==> src/rtl/core/assert_macros.svh <==
// assertion macros shared by the motor pot controller modules
`ifndef ASSERT_MACROS_SVH
`define ASSERT_MACROS_SVH

// plain property on aclk, off while in reset
`define MPPC_ASSERT(label, prop, msg) \
    label: assert property (@(posedge aclk) disable iff (!aresetn) (prop)) else $error(msg);

// same-cycle implication
`define MPPC_ASSERT_IMP(label, ante, cons, msg) \
    `MPPC_ASSERT(label, (ante) |-> (cons), msg)

// next-cycle implication
`define MPPC_ASSERT_NEXT(label, ante, cons, msg) \
    `MPPC_ASSERT(label, (ante) |=> (cons), msg)

`endif

==> src/rtl/core/mppc_pkg.sv <==
// package with widths, codes and control types of the motor pot controller
package mppc_pkg;

    localparam int SAMPLE_W   = 12;
    localparam int TIMER_W    = 24;
    localparam int EL_W       = 16;
    localparam int PCT_W      = 15;
    localparam int DRIVE_W    = 11;
    localparam int MAG_W      = 10;
    localparam int NOISE_W    = 12;
    localparam int EFS_W      = 12;
    localparam int OP_W       = 2;
    localparam int STATUS_W   = 2;
    localparam int CFG_IDX_W  = 3;
    localparam int CFG_DATA_W = 24;
    localparam int S_TDATA_W  = 48;
    localparam int M_TDATA_W  = 16;

    localparam int PCT_SCALE = 25600;
    localparam logic [PCT_W-1:0] FULL_PCT = PCT_W'(PCT_SCALE);

    // input word field offsets
    localparam int V_LSB  = 0;
    localparam int EL_LSB = V_LSB + SAMPLE_W;
    localparam int TG_LSB = EL_LSB + EL_W;

    // shared divider sizes
    localparam int DIV_NUM_W = 40;
    localparam int DIV_DEN_W = 27;
    localparam int DIV_Q_W   = 16;
    localparam int DIV_CNT_W = $clog2(DIV_Q_W + 1);

    localparam logic signed [DRIVE_W-1:0] DRIVE_FULL     = DRIVE_W'(1000);
    localparam logic signed [DRIVE_W-1:0] DRIVE_FULL_NEG = -DRIVE_W'(1000);

    localparam logic [NOISE_W-1:0]  RST_NOISE = NOISE_W'(8);
    localparam logic [MAG_W-1:0]    RST_DMAX  = MAG_W'(1000);
    localparam logic [MAG_W-1:0]    RST_DMIN  = MAG_W'(200);
    localparam logic [EFS_W-1:0]    RST_EFS   = EFS_W'(400);
    localparam logic [TIMER_W-1:0]  RST_RAMP  = '0;
    localparam logic [TIMER_W-1:0]  RST_HOLD  = TIMER_W'(1000);

    typedef enum logic [OP_W-1:0] {
        OP_TICK   = 2'd0,
        OP_TARGET = 2'd1,
        OP_CALIB  = 2'd2
    } op_t;

    typedef enum logic [1:0] {
        PH_UNCAL  = 2'd0,
        PH_TO_MAX = 2'd1,
        PH_TO_MIN = 2'd2,
        PH_DONE   = 2'd3
    } phase_t;

    typedef enum logic [STATUS_W-1:0] {
        ST_INIT = 2'd0,
        ST_BUSY = 2'd1,
        ST_IDLE = 2'd2
    } status_t;

    typedef enum logic [CFG_IDX_W-1:0] {
        CFG_NOISE = 3'd0,
        CFG_DMAX  = 3'd1,
        CFG_DMIN  = 3'd2,
        CFG_EFS   = 3'd3,
        CFG_RAMP  = 3'd4,
        CFG_HOLD  = 3'd5
    } cfg_idx_t;

    typedef struct packed {
        logic load;
        logic exec;
        logic ramp_eval;
        logic div_start;
        logic div_sel_mag;
        logic ramp_apply;
        logic err_mul;
        logic err_calc;
        logic dead_eval;
        logic mag_mul;
        logic mag_apply;
        logic emit;
        logic emit_second;
    } cmd_t;

    typedef struct packed {
        logic ctrl_tick;
        logic need_rdiv;
        logic settled;
        logic div_done;
        logic out_free;
        logic two_results;
    } sts_t;

endpackage

==> src/rtl/core/mppc_div.sv <==
// shared restoring divider, one quotient bit per cycle
`include "assert_macros.svh"
module mppc_div (
    input  logic                           aclk,
    input  logic                           aresetn,
    input  logic                           start,
    input  logic [mppc_pkg::DIV_NUM_W-1:0] dividend,
    input  logic [mppc_pkg::DIV_DEN_W-1:0] divisor,
    output logic                           busy,
    output logic                           done,
    output logic [mppc_pkg::DIV_Q_W-1:0]   quotient
);
    import mppc_pkg::*;

    logic [DIV_DEN_W-1:0] rem_reg;
    logic [DIV_DEN_W-1:0] den_reg;
    logic [DIV_Q_W-1:0]   num_reg;
    logic [DIV_CNT_W-1:0] cnt_reg;
    logic                 busy_reg;
    logic                 done_reg;

    logic [DIV_DEN_W:0] shifted;
    logic [DIV_DEN_W:0] diff;
    logic               ge;

    assign shifted = {rem_reg, num_reg[DIV_Q_W-1]};
    assign ge      = shifted >= {1'b0, den_reg};
    assign diff    = shifted - {1'b0, den_reg};

    always_ff @(posedge aclk) begin
        if (!aresetn) begin
            busy_reg <= 1'b0;
            done_reg <= 1'b0;
            cnt_reg  <= '0;
        end else begin
            done_reg <= 1'b0;
            if (start) begin
                busy_reg <= 1'b1;
                cnt_reg  <= DIV_CNT_W'(DIV_Q_W);
            end else if (busy_reg) begin
                cnt_reg <= cnt_reg - DIV_CNT_W'(1);
                if (cnt_reg == DIV_CNT_W'(1)) begin
                    busy_reg <= 1'b0;
                    done_reg <= 1'b1;
                end
            end
        end
    end

    always_ff @(posedge aclk) begin
        if (start) begin
            // quotient fits in DIV_Q_W bits, so the upper dividend is below the divisor
            rem_reg <= DIV_DEN_W'(dividend[DIV_NUM_W-1:DIV_Q_W]);
            num_reg <= dividend[DIV_Q_W-1:0];
            den_reg <= divisor;
        end else if (busy_reg) begin
            rem_reg <= ge ? diff[DIV_DEN_W-1:0] : shifted[DIV_DEN_W-1:0];
            num_reg <= {num_reg[DIV_Q_W-2:0], ge};
        end
    end

    assign busy     = busy_reg;
    assign done     = done_reg;
    assign quotient = num_reg;

    `MPPC_ASSERT_IMP(a_div_start_idle, start, !busy_reg, "divider started while busy")
    `MPPC_ASSERT_IMP(a_div_done_after_busy, done_reg, $past(busy_reg) && !busy_reg,
                     "divider done without a finished run")

endmodule

==> src/rtl/core/mppc_datapath.sv <==
// datapath: config registers, calibration and ramp state, error and drive arithmetic
`include "assert_macros.svh"
module mppc_datapath (
    input  logic                            aclk,
    input  logic                            aresetn,
    input  logic                            cfg_we,
    input  logic [mppc_pkg::CFG_IDX_W-1:0]  cfg_index,
    input  logic [mppc_pkg::CFG_DATA_W-1:0] cfg_data,
    input  logic [mppc_pkg::S_TDATA_W-1:0]  s_tdata,   // voltage, elapsed, target
    input  logic [mppc_pkg::OP_W-1:0]       s_tuser,   // operation
    input  mppc_pkg::cmd_t                  cmd,
    output mppc_pkg::sts_t                  sts,
    output logic                            m_tvalid,
    input  logic                            m_tready,
    output logic [mppc_pkg::M_TDATA_W-1:0]  m_tdata,   // drive, drive_valid, status
    output logic                            m_tlast
);
    import mppc_pkg::*;

    localparam int ERR_W  = 30;
    localparam int AERR_W = 29;
    localparam int HYST_W = 28;
    localparam int SPX_W  = 29;
    localparam int RMUL_W = PCT_W + TIMER_W;
    localparam int P1_W   = MAG_W + DIV_DEN_W;
    localparam int P2_W   = DRIVE_W + DIV_DEN_W;
    localparam int SUM_W  = P2_W + 1;

    function automatic logic [TIMER_W-1:0] sat_add(input logic [TIMER_W-1:0] a,
                                                   input logic [EL_W-1:0] b);
        logic [TIMER_W:0] s;
        s = {1'b0, a} + (TIMER_W+1)'(b);
        return s[TIMER_W] ? {TIMER_W{1'b1}} : s[TIMER_W-1:0];
    endfunction

    function automatic logic [DIV_DEN_W-1:0] scale_pct(input logic [SAMPLE_W-1:0] x);
        return DIV_DEN_W'(x) * DIV_DEN_W'(PCT_SCALE);
    endfunction

    // config
    logic [NOISE_W-1:0] noise_reg, noise_next;
    logic [MAG_W-1:0]   dmax_reg, dmax_next;
    logic [MAG_W-1:0]   dmin_reg, dmin_next;
    logic [EFS_W-1:0]   efs_reg, efs_next;
    logic [TIMER_W-1:0] rt_reg, rt_next;
    logic [TIMER_W-1:0] hold_reg, hold_next;

    // controller state
    phase_t              phase_reg, phase_next;
    status_t             status_reg, status_next;
    logic [SAMPLE_W-1:0] prev_reg, prev_next;
    logic [TIMER_W-1:0]  sc_reg, sc_next;
    logic [SAMPLE_W-1:0] lo_reg, lo_next;
    logic [SAMPLE_W-1:0] hi_reg, hi_next;
    logic [PCT_W-1:0]    spn_reg, spn_next;
    logic [PCT_W-1:0]    spf_reg, spf_next;
    logic [PCT_W-1:0]    sps_reg, sps_next;
    logic [TIMER_W-1:0]  rc_reg, rc_next;
    logic                ra_reg, ra_next;
    logic                two_reg, two_next;

    // latched word and working values
    logic [OP_W-1:0]            op_reg;
    logic [SAMPLE_W-1:0]        v_reg;
    logic [EL_W-1:0]            el_reg;
    logic [PCT_W-1:0]           tg_reg;
    logic [RMUL_W-1:0]          rmul_reg;
    logic signed [SPX_W-1:0]    spx_reg;
    logic signed [ERR_W-1:0]    err_reg;
    logic [DIV_DEN_W-1:0]       aerr_reg;
    logic                       neg_reg;
    logic [P1_W-1:0]            p1_reg;
    logic signed [P2_W-1:0]     p2_reg;
    logic signed [DRIVE_W-1:0]  res_drive_reg, res_drive_next;
    logic                       res_valid_reg, res_valid_next;
    logic                       res_last_reg, res_last_next;

    // output stage
    logic                      m_valid_reg;
    logic signed [DRIVE_W-1:0] m_drive_reg;
    logic                      m_dvalid_reg;
    logic [STATUS_W-1:0]       m_status_reg;
    logic                      m_last_reg;

    // combinational helpers
    logic [2*NOISE_W+1:0]      fifth_prod;
    logic [NOISE_W:0]          thr;
    logic [SAMPLE_W-1:0]       dv;
    logic                      stable;
    logic [TIMER_W-1:0]        sc_sat;
    logic [TIMER_W-1:0]        rc_sat;
    logic [PCT_W-1:0]          tg_clamp;
    logic                      ramp_done;
    logic                      ramp_neg;
    logic [PCT_W-1:0]          ramp_ad;
    logic signed [SAMPLE_W:0]  span;
    logic signed [PCT_W:0]     sp_s;
    logic [DIV_DEN_W-1:0]      v_scaled;
    logic [DIV_DEN_W-1:0]      lo_scaled;
    logic [ERR_W-1:0]          err_neg;
    logic [AERR_W-1:0]         aerr;
    logic [HYST_W-1:0]         hyst;
    logic [DIV_DEN_W-1:0]      fs_val;
    logic                      dead;
    logic                      sat;
    logic signed [MAG_W:0]     dd;
    logic signed [DIV_DEN_W:0] aerr_s;
    logic signed [SUM_W-1:0]   num;
    logic [DIV_NUM_W-1:0]      div_dividend;
    logic [DIV_DEN_W-1:0]      div_divisor;
    logic                      div_busy;
    logic                      div_done;
    logic [DIV_Q_W-1:0]        div_q;
    logic signed [DRIVE_W-1:0] mag_q;
    logic signed [DRIVE_W-1:0] mag_sat;
    logic                      out_free;

    // noise/5 via reciprocal, exact for 12-bit values
    assign fifth_prod = (2*NOISE_W+2)'(noise_reg) * (2*NOISE_W+2)'(13108);
    assign thr        = (NOISE_W+1)'(noise_reg) + (NOISE_W+1)'(fifth_prod[2*NOISE_W+1:16]);
    assign dv         = (v_reg >= prev_reg) ? v_reg - prev_reg : prev_reg - v_reg;
    assign stable     = (NOISE_W+1)'(dv) < thr;
    assign sc_sat     = sat_add(sc_reg, el_reg);
    assign rc_sat     = sat_add(rc_reg, el_reg);
    assign tg_clamp   = (tg_reg > FULL_PCT) ? FULL_PCT : tg_reg;

    assign ramp_done = rc_reg >= rt_reg;
    assign ramp_neg  = spf_reg < sps_reg;
    assign ramp_ad   = ramp_neg ? sps_reg - spf_reg : spf_reg - sps_reg;

    assign span      = $signed({1'b0, hi_reg}) - $signed({1'b0, lo_reg});
    assign sp_s      = $signed({1'b0, spn_reg});
    assign v_scaled  = scale_pct(v_reg);
    assign lo_scaled = scale_pct(lo_reg);

    assign err_neg = -err_reg;
    assign aerr    = err_reg[ERR_W-1] ? err_neg[AERR_W-1:0] : err_reg[AERR_W-1:0];
    assign hyst    = HYST_W'({noise_reg, 1'b1}) * HYST_W'(PCT_SCALE);
    assign fs_val  = DIV_DEN_W'(efs_reg) * DIV_DEN_W'(PCT_SCALE);
    assign dead    = aerr <= AERR_W'(hyst);
    assign sat     = aerr >= AERR_W'(fs_val);
    assign mag_sat = $signed({1'b0, dmax_reg});

    assign dd     = $signed({1'b0, dmax_reg}) - $signed({1'b0, dmin_reg});
    assign aerr_s = $signed({1'b0, aerr_reg});
    assign num    = $signed({2'b00, p1_reg}) + SUM_W'(p2_reg);

    assign div_dividend = cmd.div_sel_mag ? DIV_NUM_W'(num[P1_W-1:0])
                                          : DIV_NUM_W'(rmul_reg);
    assign div_divisor  = cmd.div_sel_mag ? fs_val : DIV_DEN_W'(rt_reg);
    assign mag_q        = $signed({1'b0, div_q[MAG_W-1:0]});

    mppc_div u_div (
        .aclk     (aclk),
        .aresetn  (aresetn),
        .start    (cmd.div_start),
        .dividend (div_dividend),
        .divisor  (div_divisor),
        .busy     (div_busy),
        .done     (div_done),
        .quotient (div_q)
    );

    always_comb begin
        noise_next     = noise_reg;
        dmax_next      = dmax_reg;
        dmin_next      = dmin_reg;
        efs_next       = efs_reg;
        rt_next        = rt_reg;
        hold_next      = hold_reg;
        phase_next     = phase_reg;
        status_next    = status_reg;
        prev_next      = prev_reg;
        sc_next        = sc_reg;
        lo_next        = lo_reg;
        hi_next        = hi_reg;
        spn_next       = spn_reg;
        spf_next       = spf_reg;
        sps_next       = sps_reg;
        rc_next        = rc_reg;
        ra_next        = ra_reg;
        two_next       = two_reg;
        res_drive_next = res_drive_reg;
        res_valid_next = res_valid_reg;
        res_last_next  = res_last_reg;

        if (cfg_we) begin
            unique case (cfg_index)
                CFG_NOISE: noise_next = cfg_data[NOISE_W-1:0];
                CFG_DMAX:  dmax_next  = cfg_data[MAG_W-1:0];
                CFG_DMIN:  dmin_next  = cfg_data[MAG_W-1:0];
                CFG_EFS:   efs_next   = cfg_data[EFS_W-1:0];
                CFG_RAMP:  rt_next    = cfg_data[TIMER_W-1:0];
                CFG_HOLD:  hold_next  = cfg_data[TIMER_W-1:0];
                default: ;
            endcase
        end

        if (cmd.exec) begin
            two_next       = 1'b0;
            res_drive_next = '0;
            res_valid_next = 1'b0;
            res_last_next  = 1'b1;
            case (op_reg)
                OP_TARGET: begin
                    spf_next = tg_clamp;
                    sps_next = spn_reg;
                    if (rt_reg != '0 && tg_clamp != spn_reg) begin
                        ra_next = 1'b1;
                        rc_next = '0;
                    end else begin
                        spn_next = tg_clamp;
                        ra_next  = 1'b0;
                    end
                end
                OP_CALIB: begin
                    phase_next  = PH_TO_MAX;
                    status_next = ST_BUSY;
                    lo_next     = '0;
                    hi_next     = '1;
                    sc_next     = '0;
                    prev_next   = v_reg;
                end
                OP_TICK: begin
                    prev_next = v_reg;
                    case (phase_reg)
                        PH_UNCAL: status_next = ST_INIT;
                        PH_TO_MAX: begin
                            status_next    = ST_BUSY;
                            res_drive_next = DRIVE_FULL;
                            res_valid_next = 1'b1;
                            if (stable) begin
                                sc_next = sc_sat;
                                if (sc_sat >= hold_reg) begin
                                    hi_next    = v_reg;
                                    phase_next = PH_TO_MIN;
                                    sc_next    = '0;
                                end
                            end else begin
                                sc_next = '0;
                            end
                        end
                        PH_TO_MIN: begin
                            status_next    = ST_BUSY;
                            res_drive_next = DRIVE_FULL_NEG;
                            res_valid_next = 1'b1;
                            if (stable) begin
                                sc_next = sc_sat;
                                if (sc_sat >= hold_reg) begin
                                    // endpoint done: full negative, then a stop word
                                    lo_next       = v_reg;
                                    phase_next    = PH_DONE;
                                    res_last_next = 1'b0;
                                    two_next      = 1'b1;
                                end
                            end else begin
                                sc_next = '0;
                            end
                        end
                        default: begin
                            if (ra_reg) begin
                                rc_next = rc_sat;
                            end
                        end
                    endcase
                end
                default: ;
            endcase
        end

        if (cmd.ramp_eval && ra_reg && ramp_done) begin
            spn_next = spf_reg;
            ra_next  = 1'b0;
            rc_next  = rt_reg;
        end

        if (cmd.ramp_apply) begin
            spn_next = ramp_neg ? sps_reg - div_q[PCT_W-1:0] : sps_reg + div_q[PCT_W-1:0];
        end

        if (cmd.dead_eval) begin
            res_drive_next = '0;
            res_valid_next = 1'b1;
            res_last_next  = 1'b1;
            if (dead) begin
                status_next = ST_IDLE;
            end else begin
                status_next = ST_BUSY;
                if (sat) begin
                    res_drive_next = err_reg[ERR_W-1] ? mag_sat : -mag_sat;
                end
            end
        end

        if (cmd.mag_apply) begin
            res_drive_next = neg_reg ? mag_q : -mag_q;
        end
    end

    always_ff @(posedge aclk) begin
        if (!aresetn) begin
            noise_reg  <= RST_NOISE;
            dmax_reg   <= RST_DMAX;
            dmin_reg   <= RST_DMIN;
            efs_reg    <= RST_EFS;
            rt_reg     <= RST_RAMP;
            hold_reg   <= RST_HOLD;
            phase_reg  <= PH_UNCAL;
            status_reg <= ST_INIT;
            prev_reg   <= '0;
            sc_reg     <= '0;
            lo_reg     <= '0;
            hi_reg     <= '1;
            spn_reg    <= '0;
            spf_reg    <= '0;
            sps_reg    <= '0;
            rc_reg     <= '0;
            ra_reg     <= 1'b0;
            two_reg    <= 1'b0;
        end else begin
            noise_reg  <= noise_next;
            dmax_reg   <= dmax_next;
            dmin_reg   <= dmin_next;
            efs_reg    <= efs_next;
            rt_reg     <= rt_next;
            hold_reg   <= hold_next;
            phase_reg  <= phase_next;
            status_reg <= status_next;
            prev_reg   <= prev_next;
            sc_reg     <= sc_next;
            lo_reg     <= lo_next;
            hi_reg     <= hi_next;
            spn_reg    <= spn_next;
            spf_reg    <= spf_next;
            sps_reg    <= sps_next;
            rc_reg     <= rc_next;
            ra_reg     <= ra_next;
            two_reg    <= two_next;
        end
    end

    always_ff @(posedge aclk) begin
        res_drive_reg <= res_drive_next;
        res_valid_reg <= res_valid_next;
        res_last_reg  <= res_last_next;
        if (cmd.load) begin
            op_reg <= s_tuser;
            v_reg  <= s_tdata[V_LSB +: SAMPLE_W];
            el_reg <= s_tdata[EL_LSB +: EL_W];
            tg_reg <= s_tdata[TG_LSB +: PCT_W];
        end
        if (cmd.ramp_eval) begin
            rmul_reg <= ramp_ad * rc_reg;
        end
        if (cmd.err_mul) begin
            spx_reg <= sp_s * span;
        end
        if (cmd.err_calc) begin
            err_reg <= $signed({3'b000, v_scaled}) - $signed({3'b000, lo_scaled})
                       - ERR_W'(spx_reg);
        end
        if (cmd.dead_eval) begin
            aerr_reg <= aerr[DIV_DEN_W-1:0];
            neg_reg  <= err_reg[ERR_W-1];
        end
        if (cmd.mag_mul) begin
            p1_reg <= dmin_reg * fs_val;
            p2_reg <= dd * aerr_s;
        end
    end

    assign out_free = !m_valid_reg || m_tready;

    always_ff @(posedge aclk) begin
        if (!aresetn) begin
            m_valid_reg <= 1'b0;
        end else if (cmd.emit || cmd.emit_second) begin
            m_valid_reg <= 1'b1;
        end else if (m_tready) begin
            m_valid_reg <= 1'b0;
        end
    end

    always_ff @(posedge aclk) begin
        if (cmd.emit) begin
            m_drive_reg  <= res_drive_reg;
            m_dvalid_reg <= res_valid_reg;
            m_status_reg <= status_reg;
            m_last_reg   <= res_last_reg;
        end else if (cmd.emit_second) begin
            m_drive_reg  <= '0;
            m_dvalid_reg <= 1'b1;
            m_status_reg <= status_reg;
            m_last_reg   <= 1'b1;
        end
    end

    assign m_tvalid = m_valid_reg;
    assign m_tdata  = {(M_TDATA_W-DRIVE_W-1-STATUS_W)'(0), m_status_reg, m_dvalid_reg, m_drive_reg};
    assign m_tlast  = m_last_reg;

    assign sts.ctrl_tick   = (op_reg == OP_TICK) && (phase_reg == PH_DONE);
    assign sts.need_rdiv   = ra_reg && !ramp_done;
    assign sts.settled     = dead || sat;
    assign sts.div_done    = div_done;
    assign sts.out_free    = out_free;
    assign sts.two_results = two_reg;

    `MPPC_ASSERT_IMP(a_emit_slot_free, cmd.emit || cmd.emit_second, out_free,
                     "result word written over one not yet taken")
    `MPPC_ASSERT_IMP(a_apply_after_div, cmd.ramp_apply || cmd.mag_apply, div_done && !div_busy,
                     "quotient used before the divider finished")

endmodule

==> src/rtl/core/mppc_ctrl.sv <==
// sequencer that steps the datapath through one input word at a time
module mppc_ctrl (
    input  logic           aclk,
    input  logic           aresetn,
    input  logic           s_tvalid,
    output logic           s_tready,
    input  mppc_pkg::sts_t sts,
    output mppc_pkg::cmd_t cmd
);
    import mppc_pkg::*;

    typedef enum logic [12:0] {
        S_IDLE     = 13'b0000000000001,
        S_EXEC     = 13'b0000000000010,
        S_RAMP     = 13'b0000000000100,
        S_RDIV_GO  = 13'b0000000001000,
        S_RDIV     = 13'b0000000010000,
        S_ERR_MUL  = 13'b0000000100000,
        S_ERR_CALC = 13'b0000001000000,
        S_DEAD     = 13'b0000010000000,
        S_MAG_MUL  = 13'b0000100000000,
        S_MAG_GO   = 13'b0001000000000,
        S_MDIV     = 13'b0010000000000,
        S_EMIT     = 13'b0100000000000,
        S_EMIT2    = 13'b1000000000000
    } state_t;

    state_t state_reg, state_next;

    assign s_tready = (state_reg == S_IDLE);

    always_comb begin
        cmd        = '0;
        state_next = state_reg;
        unique case (state_reg)
            S_IDLE: begin
                if (s_tvalid) begin
                    cmd.load   = 1'b1;
                    state_next = S_EXEC;
                end
            end
            S_EXEC: begin
                cmd.exec   = 1'b1;
                state_next = sts.ctrl_tick ? S_RAMP : S_EMIT;
            end
            S_RAMP: begin
                cmd.ramp_eval = 1'b1;
                state_next    = sts.need_rdiv ? S_RDIV_GO : S_ERR_MUL;
            end
            S_RDIV_GO: begin
                cmd.div_start = 1'b1;
                state_next    = S_RDIV;
            end
            S_RDIV: begin
                if (sts.div_done) begin
                    cmd.ramp_apply = 1'b1;
                    state_next     = S_ERR_MUL;
                end
            end
            S_ERR_MUL: begin
                cmd.err_mul = 1'b1;
                state_next  = S_ERR_CALC;
            end
            S_ERR_CALC: begin
                cmd.err_calc = 1'b1;
                state_next   = S_DEAD;
            end
            S_DEAD: begin
                cmd.dead_eval = 1'b1;
                state_next    = sts.settled ? S_EMIT : S_MAG_MUL;
            end
            S_MAG_MUL: begin
                cmd.mag_mul = 1'b1;
                state_next  = S_MAG_GO;
            end
            S_MAG_GO: begin
                cmd.div_start   = 1'b1;
                cmd.div_sel_mag = 1'b1;
                state_next      = S_MDIV;
            end
            S_MDIV: begin
                if (sts.div_done) begin
                    cmd.mag_apply = 1'b1;
                    state_next    = S_EMIT;
                end
            end
            S_EMIT: begin
                if (sts.out_free) begin
                    cmd.emit   = 1'b1;
                    state_next = sts.two_results ? S_EMIT2 : S_IDLE;
                end
            end
            S_EMIT2: begin
                if (sts.out_free) begin
                    cmd.emit_second = 1'b1;
                    state_next      = S_IDLE;
                end
            end
            default: state_next = S_IDLE;
        endcase
    end

    always_ff @(posedge aclk) begin
        if (!aresetn) begin
            state_reg <= S_IDLE;
        end else begin
            state_reg <= state_next;
        end
    end

endmodule

==> src/rtl/core/motor_pot_position_controller_core.sv <==
// top level of the motorized potentiometer position controller
//
// input words arrive on s_tvalid/s_tready: s_tuser is the operation
// (tick, set target, start calibration), s_tdata packs voltage, elapsed
// ticks and target. each word gives one result word on m_tvalid/m_tready,
// or two for the tick that ends calibration (full negative, then stop);
// m_tlast marks the final result of a word.
// one word is handled at a time. target, calibration start and
// calibration ticks go from the accept through the execute state to the
// emit state. a control tick also runs the ramp, error and deadband
// states, plus the ramp setpoint division while ramping and the drive
// magnitude division when the error is between deadband and full scale
// (shared 16-step divider). the next word is taken in the cycle after
// the final result is written to the output register.
// a synchronous low aresetn restores the register defaults and the
// uncalibrated state. a stalled receiver holds the result in the output
// register; the block then waits before writing the next result.
// config writes on cfg_we/cfg_index/cfg_data take effect at the clock edge.
module motor_pot_position_controller_core (
    input  logic                            aclk,
    input  logic                            aresetn,
    input  logic                            cfg_we,
    input  logic [mppc_pkg::CFG_IDX_W-1:0]  cfg_index,
    input  logic [mppc_pkg::CFG_DATA_W-1:0] cfg_data,
    input  logic                            s_tvalid,
    output logic                            s_tready,
    input  logic [mppc_pkg::S_TDATA_W-1:0]  s_tdata,   // voltage, elapsed, target, zero pad
    input  logic [mppc_pkg::OP_W-1:0]       s_tuser,   // operation
    output logic                            m_tvalid,
    input  logic                            m_tready,
    output logic [mppc_pkg::M_TDATA_W-1:0]  m_tdata,   // drive, drive_valid, status, zero pad
    output logic                            m_tlast
);
    import mppc_pkg::*;

    cmd_t cmd;
    sts_t sts;

    mppc_ctrl u_ctrl (
        .aclk     (aclk),
        .aresetn  (aresetn),
        .s_tvalid (s_tvalid),
        .s_tready (s_tready),
        .sts      (sts),
        .cmd      (cmd)
    );

    mppc_datapath u_dp (
        .aclk      (aclk),
        .aresetn   (aresetn),
        .cfg_we    (cfg_we),
        .cfg_index (cfg_index),
        .cfg_data  (cfg_data),
        .s_tdata   (s_tdata),
        .s_tuser   (s_tuser),
        .cmd       (cmd),
        .sts       (sts),
        .m_tvalid  (m_tvalid),
        .m_tready  (m_tready),
        .m_tdata   (m_tdata),
        .m_tlast   (m_tlast)
    );

endmodule
==> config.mk <==
export PLATFORM = sky130hd
export DESIGN_NAME = motor_pot_position_controller_core
export DESIGN_NICKNAME = d
export VERILOG_FILES = /design/src/rtl/core/mppc_pkg.sv /design/src/rtl/core/mppc_div.sv /design/src/rtl/core/mppc_datapath.sv /design/src/rtl/core/mppc_ctrl.sv /design/src/rtl/core/motor_pot_position_controller_core.sv
export VERILOG_INCLUDE_DIRS = /design/src /design/src/rtl/core
export SDC_FILE = /design/constraint.sdc
export NUM_CORES = 2
export LEC_CHECK = 0
export ABC_AREA = 1
export BUFFER_PORTS_ARGS = -buffer_cell sky130_fd_sc_hd__buf_2
export CAP_MARGIN = 0
export CORE_UTILIZATION = 45
export CTS_CLUSTER_DIAMETER = 40
export CTS_CLUSTER_SIZE = 10
export DETAILED_ROUTE_END_ITERATION = 6
export SLEW_MARGIN = 15
export SYNTH_ARGS = -nofsm -noshare
export SYNTH_HDL_FRONTEND = slang
export SYNTH_SLANG_ARGS = --single-unit
export TNS_END_PERCENT = 100
==> constraint.sdc <==
create_clock -name aclk -period 6.7 [get_ports aclk]
set_input_delay 1.34 -clock aclk [delete_from_list [all_inputs] [get_ports aclk]]
set_output_delay 1.34 -clock aclk [all_outputs]
set_load 0.05 [all_outputs]
======== Yosys cells after proc, flatten, opt, wreduce, memory -nomap -nowiden ========
Index checks and enable logic that the tools add are counted.
Widths: inputs -> output; s select.
word-level totals
  bits in registers ....................... 581
  output and inout bits ................... 19
  bits of input ports ..................... 82
operators by class
  $lt $le $gt $ge ......................... 9
  multipliers ............................. 9
  reduce and logical (&&, ||, !) cells .... 48
  equal/unequal tests ..................... 44
  multiplexer cells ....................... 108
  add/sub/neg operators ................... 19
  bitwise operators ....................... 2
operators with widths
  kind                   count
  $mux 24                13
  $pmux 13 s13           1
  $pmux 24 s2            3
  $mux 15                8
  $mux 11                10
  $mux 12                7
  $mux 13                6
  $mul 12x5->17 const B  3
  $add 24x16->25         2
  $ge 24x24->1           2
  $pmux 12 s2            2
  $sub 15x15->15         3
  $mul 15x24->39         1
  $mux 39                1
  $add 37x37->37         1
  $mul 11x28->37         1
  $mux 1                 36
  $mux 16                2
  $sub 28x29->30         1
  $ge 29x27->1           1
  $le 29x28->1           1
  $mul 16x13->29         1
  $mux 29                1
  $neg 29->29            1
  other kinds (64)       131

======== Logic depth before layout (Yosys ltp) ========
  word-level depth ........................ 9
  gate-level depth with buffers ........... 42
  gate-level depth less buffers ........... 41

======== By module ========
Synthesis repeated with hierarchy kept, for this count alone.
second synthesis, totals
  cells, all modules ...................... 9886
  area, all modules ....................... 77276.6 um^2
by module, submodules not included
  module         instances  cells an instance  sequential area each (um^2)  area each (um^2)
  mppc_datapath  1          8936               12441.9                      70719.1
  mppc_div       1          796                2212.1                       5606.6
  mppc_ctrl      1          154                260.2                        950.9

======== Worst setup path before layout ========
Ideal clock, no wire load.
  kind .................................... register -> register
  start point ............................. register u_dp.lo_reg[0]
  end point ............................... register u_dp.spx_reg[27] (data pin)
  cell stages (with the launch flop) ...... 37
  slack ................................... -0.586 ns
  path buffers ............................ 0
  library setup time ...................... 0.258 ns
  arrival ................................. 7.029 ns
  cell sequence ........................... dfxtp_1 ha_1 inv_1 fa_1 nand3_1 nand2_1 a21oi_1 nor2_1 o21ai_1 nand2_1 nand2_1 nand2_1 a21oi_1 nand2_1 fa_1 fa_1 inv_1 fa_1 inv_1 fa_1 inv_1 fa_1 inv_1 fa_1 inv_1 ha_1 nand2_1 nor3_1 nand2_1 o211ai_1 a21oi_1 o21ai_0 nand3_1 nand2_1 nand3_1 nand2_1 xor2_1
between the ends
  longest elaborated chain between the ends .. 2
RTL lines
  element                 RTL line              source
  from (decl)             mppc_datapath.sv:53   logic [SAMPLE_W-1:0] lo_reg, lo_next;
  from (signal assigned)  mppc_datapath.sv:331  lo_reg <= lo_next;
  $sub 12x12->13          mppc_datapath.sv:131  assign span = $signed({1'b0, hi_reg}) - $signed({1'b0, lo_reg});
  $mul 16x13->29          mppc_datapath.sv:356  spx_reg <= sp_s * span;
  to (signal assigned)    mppc_datapath.sv:356
  to (decl)               mppc_datapath.sv:68   logic signed [SPX_W-1:0] spx_reg;
No other way between the ends.
A chain may end at the register's enable or synchronous reset.

======== Worst setup path in the final report ========
  start point ............................. register u_dp.sps_reg[2]
  end point ............................... register u_dp.rmul_reg[31] (data pin)
between the ends
  longest elaborated chain between the ends .. 3
RTL lines
  element                                         RTL line                                    source
  from (decl)                                     mppc_datapath.sv:57                         logic [PCT_W-1:0] sps_reg, sps_next;
  from (signal assigned)                          mppc_datapath.sv:335                        sps_reg <= sps_next;
  $sub 15x15->15 or $lt 15x15->1 (tied branches)  mppc_datapath.sv:129, mppc_datapath.sv:128
  $mux 15 *                                       mppc_datapath.sv:129                        assign ramp_ad = ramp_neg ? sps_reg - spf_reg : spf_reg - sps_reg;
  $mul 15x24->39 *                                mppc_datapath.sv:353                        rmul_reg <= ramp_ad * rc_reg;
  to (signal assigned)                            mppc_datapath.sv:353
  to (decl)                                       mppc_datapath.sv:67                         logic [RMUL_W-1:0] rmul_reg;
Mark *: on every way between the ends. The rest lies on a longest branch, timed or not.

==> flow_summary.yaml <==
route:
  drtAntennaViolNets: 0
  vias: 67900
  wl_per_cell_um: 20.1
  viasPerCell: 5.34
  drc: 0
  wl_mm: 256
  drtIter0Drc: 5064
  drt_pass1_iterations: 6
sta:
  skew_ns: 0.0429
  whs_ns: 0.453
  timing.final.crit_share: 1.08
  tns_ns: -25.77
  tightest_slew_ns: 1.26
  finalMaxSlewViolations: 0
  setup-violations-final: 104
  rsz0062_at_grt: "true"
  achievable-frequency_mhz: 138
  fin_crit_ns: 7.27
  slew_headroom: 0.160
  hold_viol_final: 0
  setup_slack_ns: -0.565
critical_path:
  path_common_cell: "fa_1"
  crit_slowest_cell: "fa_1"
  critPathCaptureType: "register"
  cp.arrival_ns: 7.75
  critPathMaxStageDelay_ns: 0.55
  start_kind: "register"
  cp_num_buf_inv: 8
  cp_max_fo: 7
  path_class: "reg -> reg"
  crit_family: "adder cells"
  crit_required_ns: 7.18
logic_synthesis:
  yosysTopAreaCell: "fa_1"
  synth_ff_type: "edfxtp_1"
  synthTopCellsByArea: "fa_1, ha_1, edfxtp_1"
  synth_cell_type_count: 72
  synthArstFlopShare: 0
  yosysMostFrequentCell: "inv_1"
  syn_inst: 9466
  yosysSeqAreaShare: 0.197
  netlist_area_um2: 75900
  synth_top_area_share: 0.225
  ys_warn_count: 0
  ys_ff_latch: 581
  avgSynthCellArea_um2: 8.02
  synthTopCellsByCount: "inv_1, nand2_1, ha_1"
  synth_edf_count: 328
placement:
  dpl.hpwl_mm: 203
  gp_congestion: 0.960
  placed_area_um2: 85000
  portBuffers: 93
cts:
  cts_max_path_buffers: 3
  clk_latency_ns: 0.76
  cts.clk_slew.worst_paths_ns: 0.05
  hold_buffers: 0
  clock-sinks: 581
  cts_max_level: 3
  ctsRootBufferMaster: "clkbuf_16"
  tritoncts: "built"
  cts_made_buffers: 114
pwr:
  seq_power_share: 0.145
  p_per_area_nw_per_um2: 331
  switching_share: 0.449
  internal_power_mw: 17.3
  switching_power_mw: 14.1
  clkPwrFrac: 0.189
  vdd_drop_max_v: 0.000491
  pwr-share-comb: 0.666
  static-leakage-power_nw: 46.5
status:
  status: "complete, but fails checks"
  violations: "negative setup slack"
die:
  initial_core_util: 0.454
  die_height_um: 413
  rows: 150
  dieArea_um2: 170000
  fp.dieW_um: 413
  core_um2: 167000
  pin_count: 101
global_route:
  grt_antenna_before_repair: 20
  grt_max_degree: 77
  grt_pass1_wl_mm: 391
  grt_overflow: 0
  grt_pass1_vias: 68500
  gr-usage-all-layers: 0.299
cells_and_area:
  syn_to_final_growth_pct: 25.1
  largest_reg_flops: 39
  finalNetCount: 12300
  final_area_um2: 95000
  fill_cells: 15100
  fin_util: 0.568
  drive_gt1_frac: 0.216
min_path:
  hold_path.class: "reg -> reg"
flow_run:
  drv_cap: 0
## final timing paths
kind	startpoint	to	slack [ns]	cells past startpoint
worst max register to register	u_dp.sps_reg[2]	u_dp.rmul_reg[31]	-0.57	35
worst min register to register	u_dp.spx_reg[0]	u_dp.err_reg[0]	0.45	0
worst min-delay path	u_dp.spx_reg[0]	u_dp.err_reg[0]	0.45	0
worst max-delay path	u_dp.sps_reg[2]	u_dp.rmul_reg[31]	-0.57	35
## per-stage QoR
stage	setup slack [ns]	total power, mW	instances
2_1_floorplan	-0.0829	15.4	9467
3_3_place_gp	-0.736	22.2	12300
3_5_place_dp	-0.801	22.2	12300
4_1_cts	-0.459	30.1	12700
5_1_grt	-0.814	33.6	12700
6_report	-0.565	31.4	12700
## area by class of cell
class                      instances  area (um^2)  area share
clock inverter                    85         1000      0.0106
antenna                            7         17.5    0.000184
tap                             2204         2760      0.0290
sequential                       581        15000       0.158
multi-input combinational       6742        57200       0.602
inverter                        1885         7120      0.0750
clock buffer                     133         2970      0.0312
timing repair buffer            1083         8940      0.0941
## power groups by stage
stage               clock (mW)  combinational [mW]  sequential [mW]
finish                    5.93                20.9             4.57
global route              6.15                22.8             4.58
detailed placement           0                17.6             4.64
global placement             0                17.5             4.63
CTS                       6.00                19.5             4.57
floorplan                    0                10.8             4.60
## placed cells by master, fill, tap and decap left out, drive strengths merged, types with 75 or more instances in the layout
master  instances
nor2          811
nor3           78
or2            75
clkbuf        133
xnor2         121
o21ai         518
a21oi         715
buf          1082
inv          1898
edfxtp        328
ha            915
nand3         317
dfxtp         253
nand2        1727
fa            851
xor2          233
## what timing repair did
| item | CTS | global route |
|---|---|---|
| cloned | 15 | 0 |
| resized for setup | 634 | 429 |
| endpoints found under the setup margin | 117 | 140 |
| pin swaps | 293 | 270 |
| buffers inserted | 125 | 63 |
## layer usage
| layer | routed length (um) | vias up | GRT usage | share of wire |
|---|---|---|---|---|
| li1 | - | 32000 | - | - |
| met1 | 111000 | 33000 | 0.409 | 0.43 |
| met2 | 113000 | 2410 | 0.473 | 0.44 |
| met3 | 20000 | 476 | 0.0483 | 0.078 |
| met4 | 11300 | 4 | 0.114 | 0.044 |
| met5 | 15 | - | 0 | 0.000059 |
## kinds of logic after synthesis
family                     count (synthesis)  share of synthesized area
AOI/OAI and AO/OA                       1475                      0.106
xor gates and xnor gates                 353                     0.0409
adders and majority gates               1766                      0.375
buffers and inverters                   2145                      0.108
DFF                                      581                      0.197
muxes                                      1                   0.000132
other                                      1                  0.0000494
and+or+nand+nor                         3144                      0.172
(Power assumes the default switching activity.)
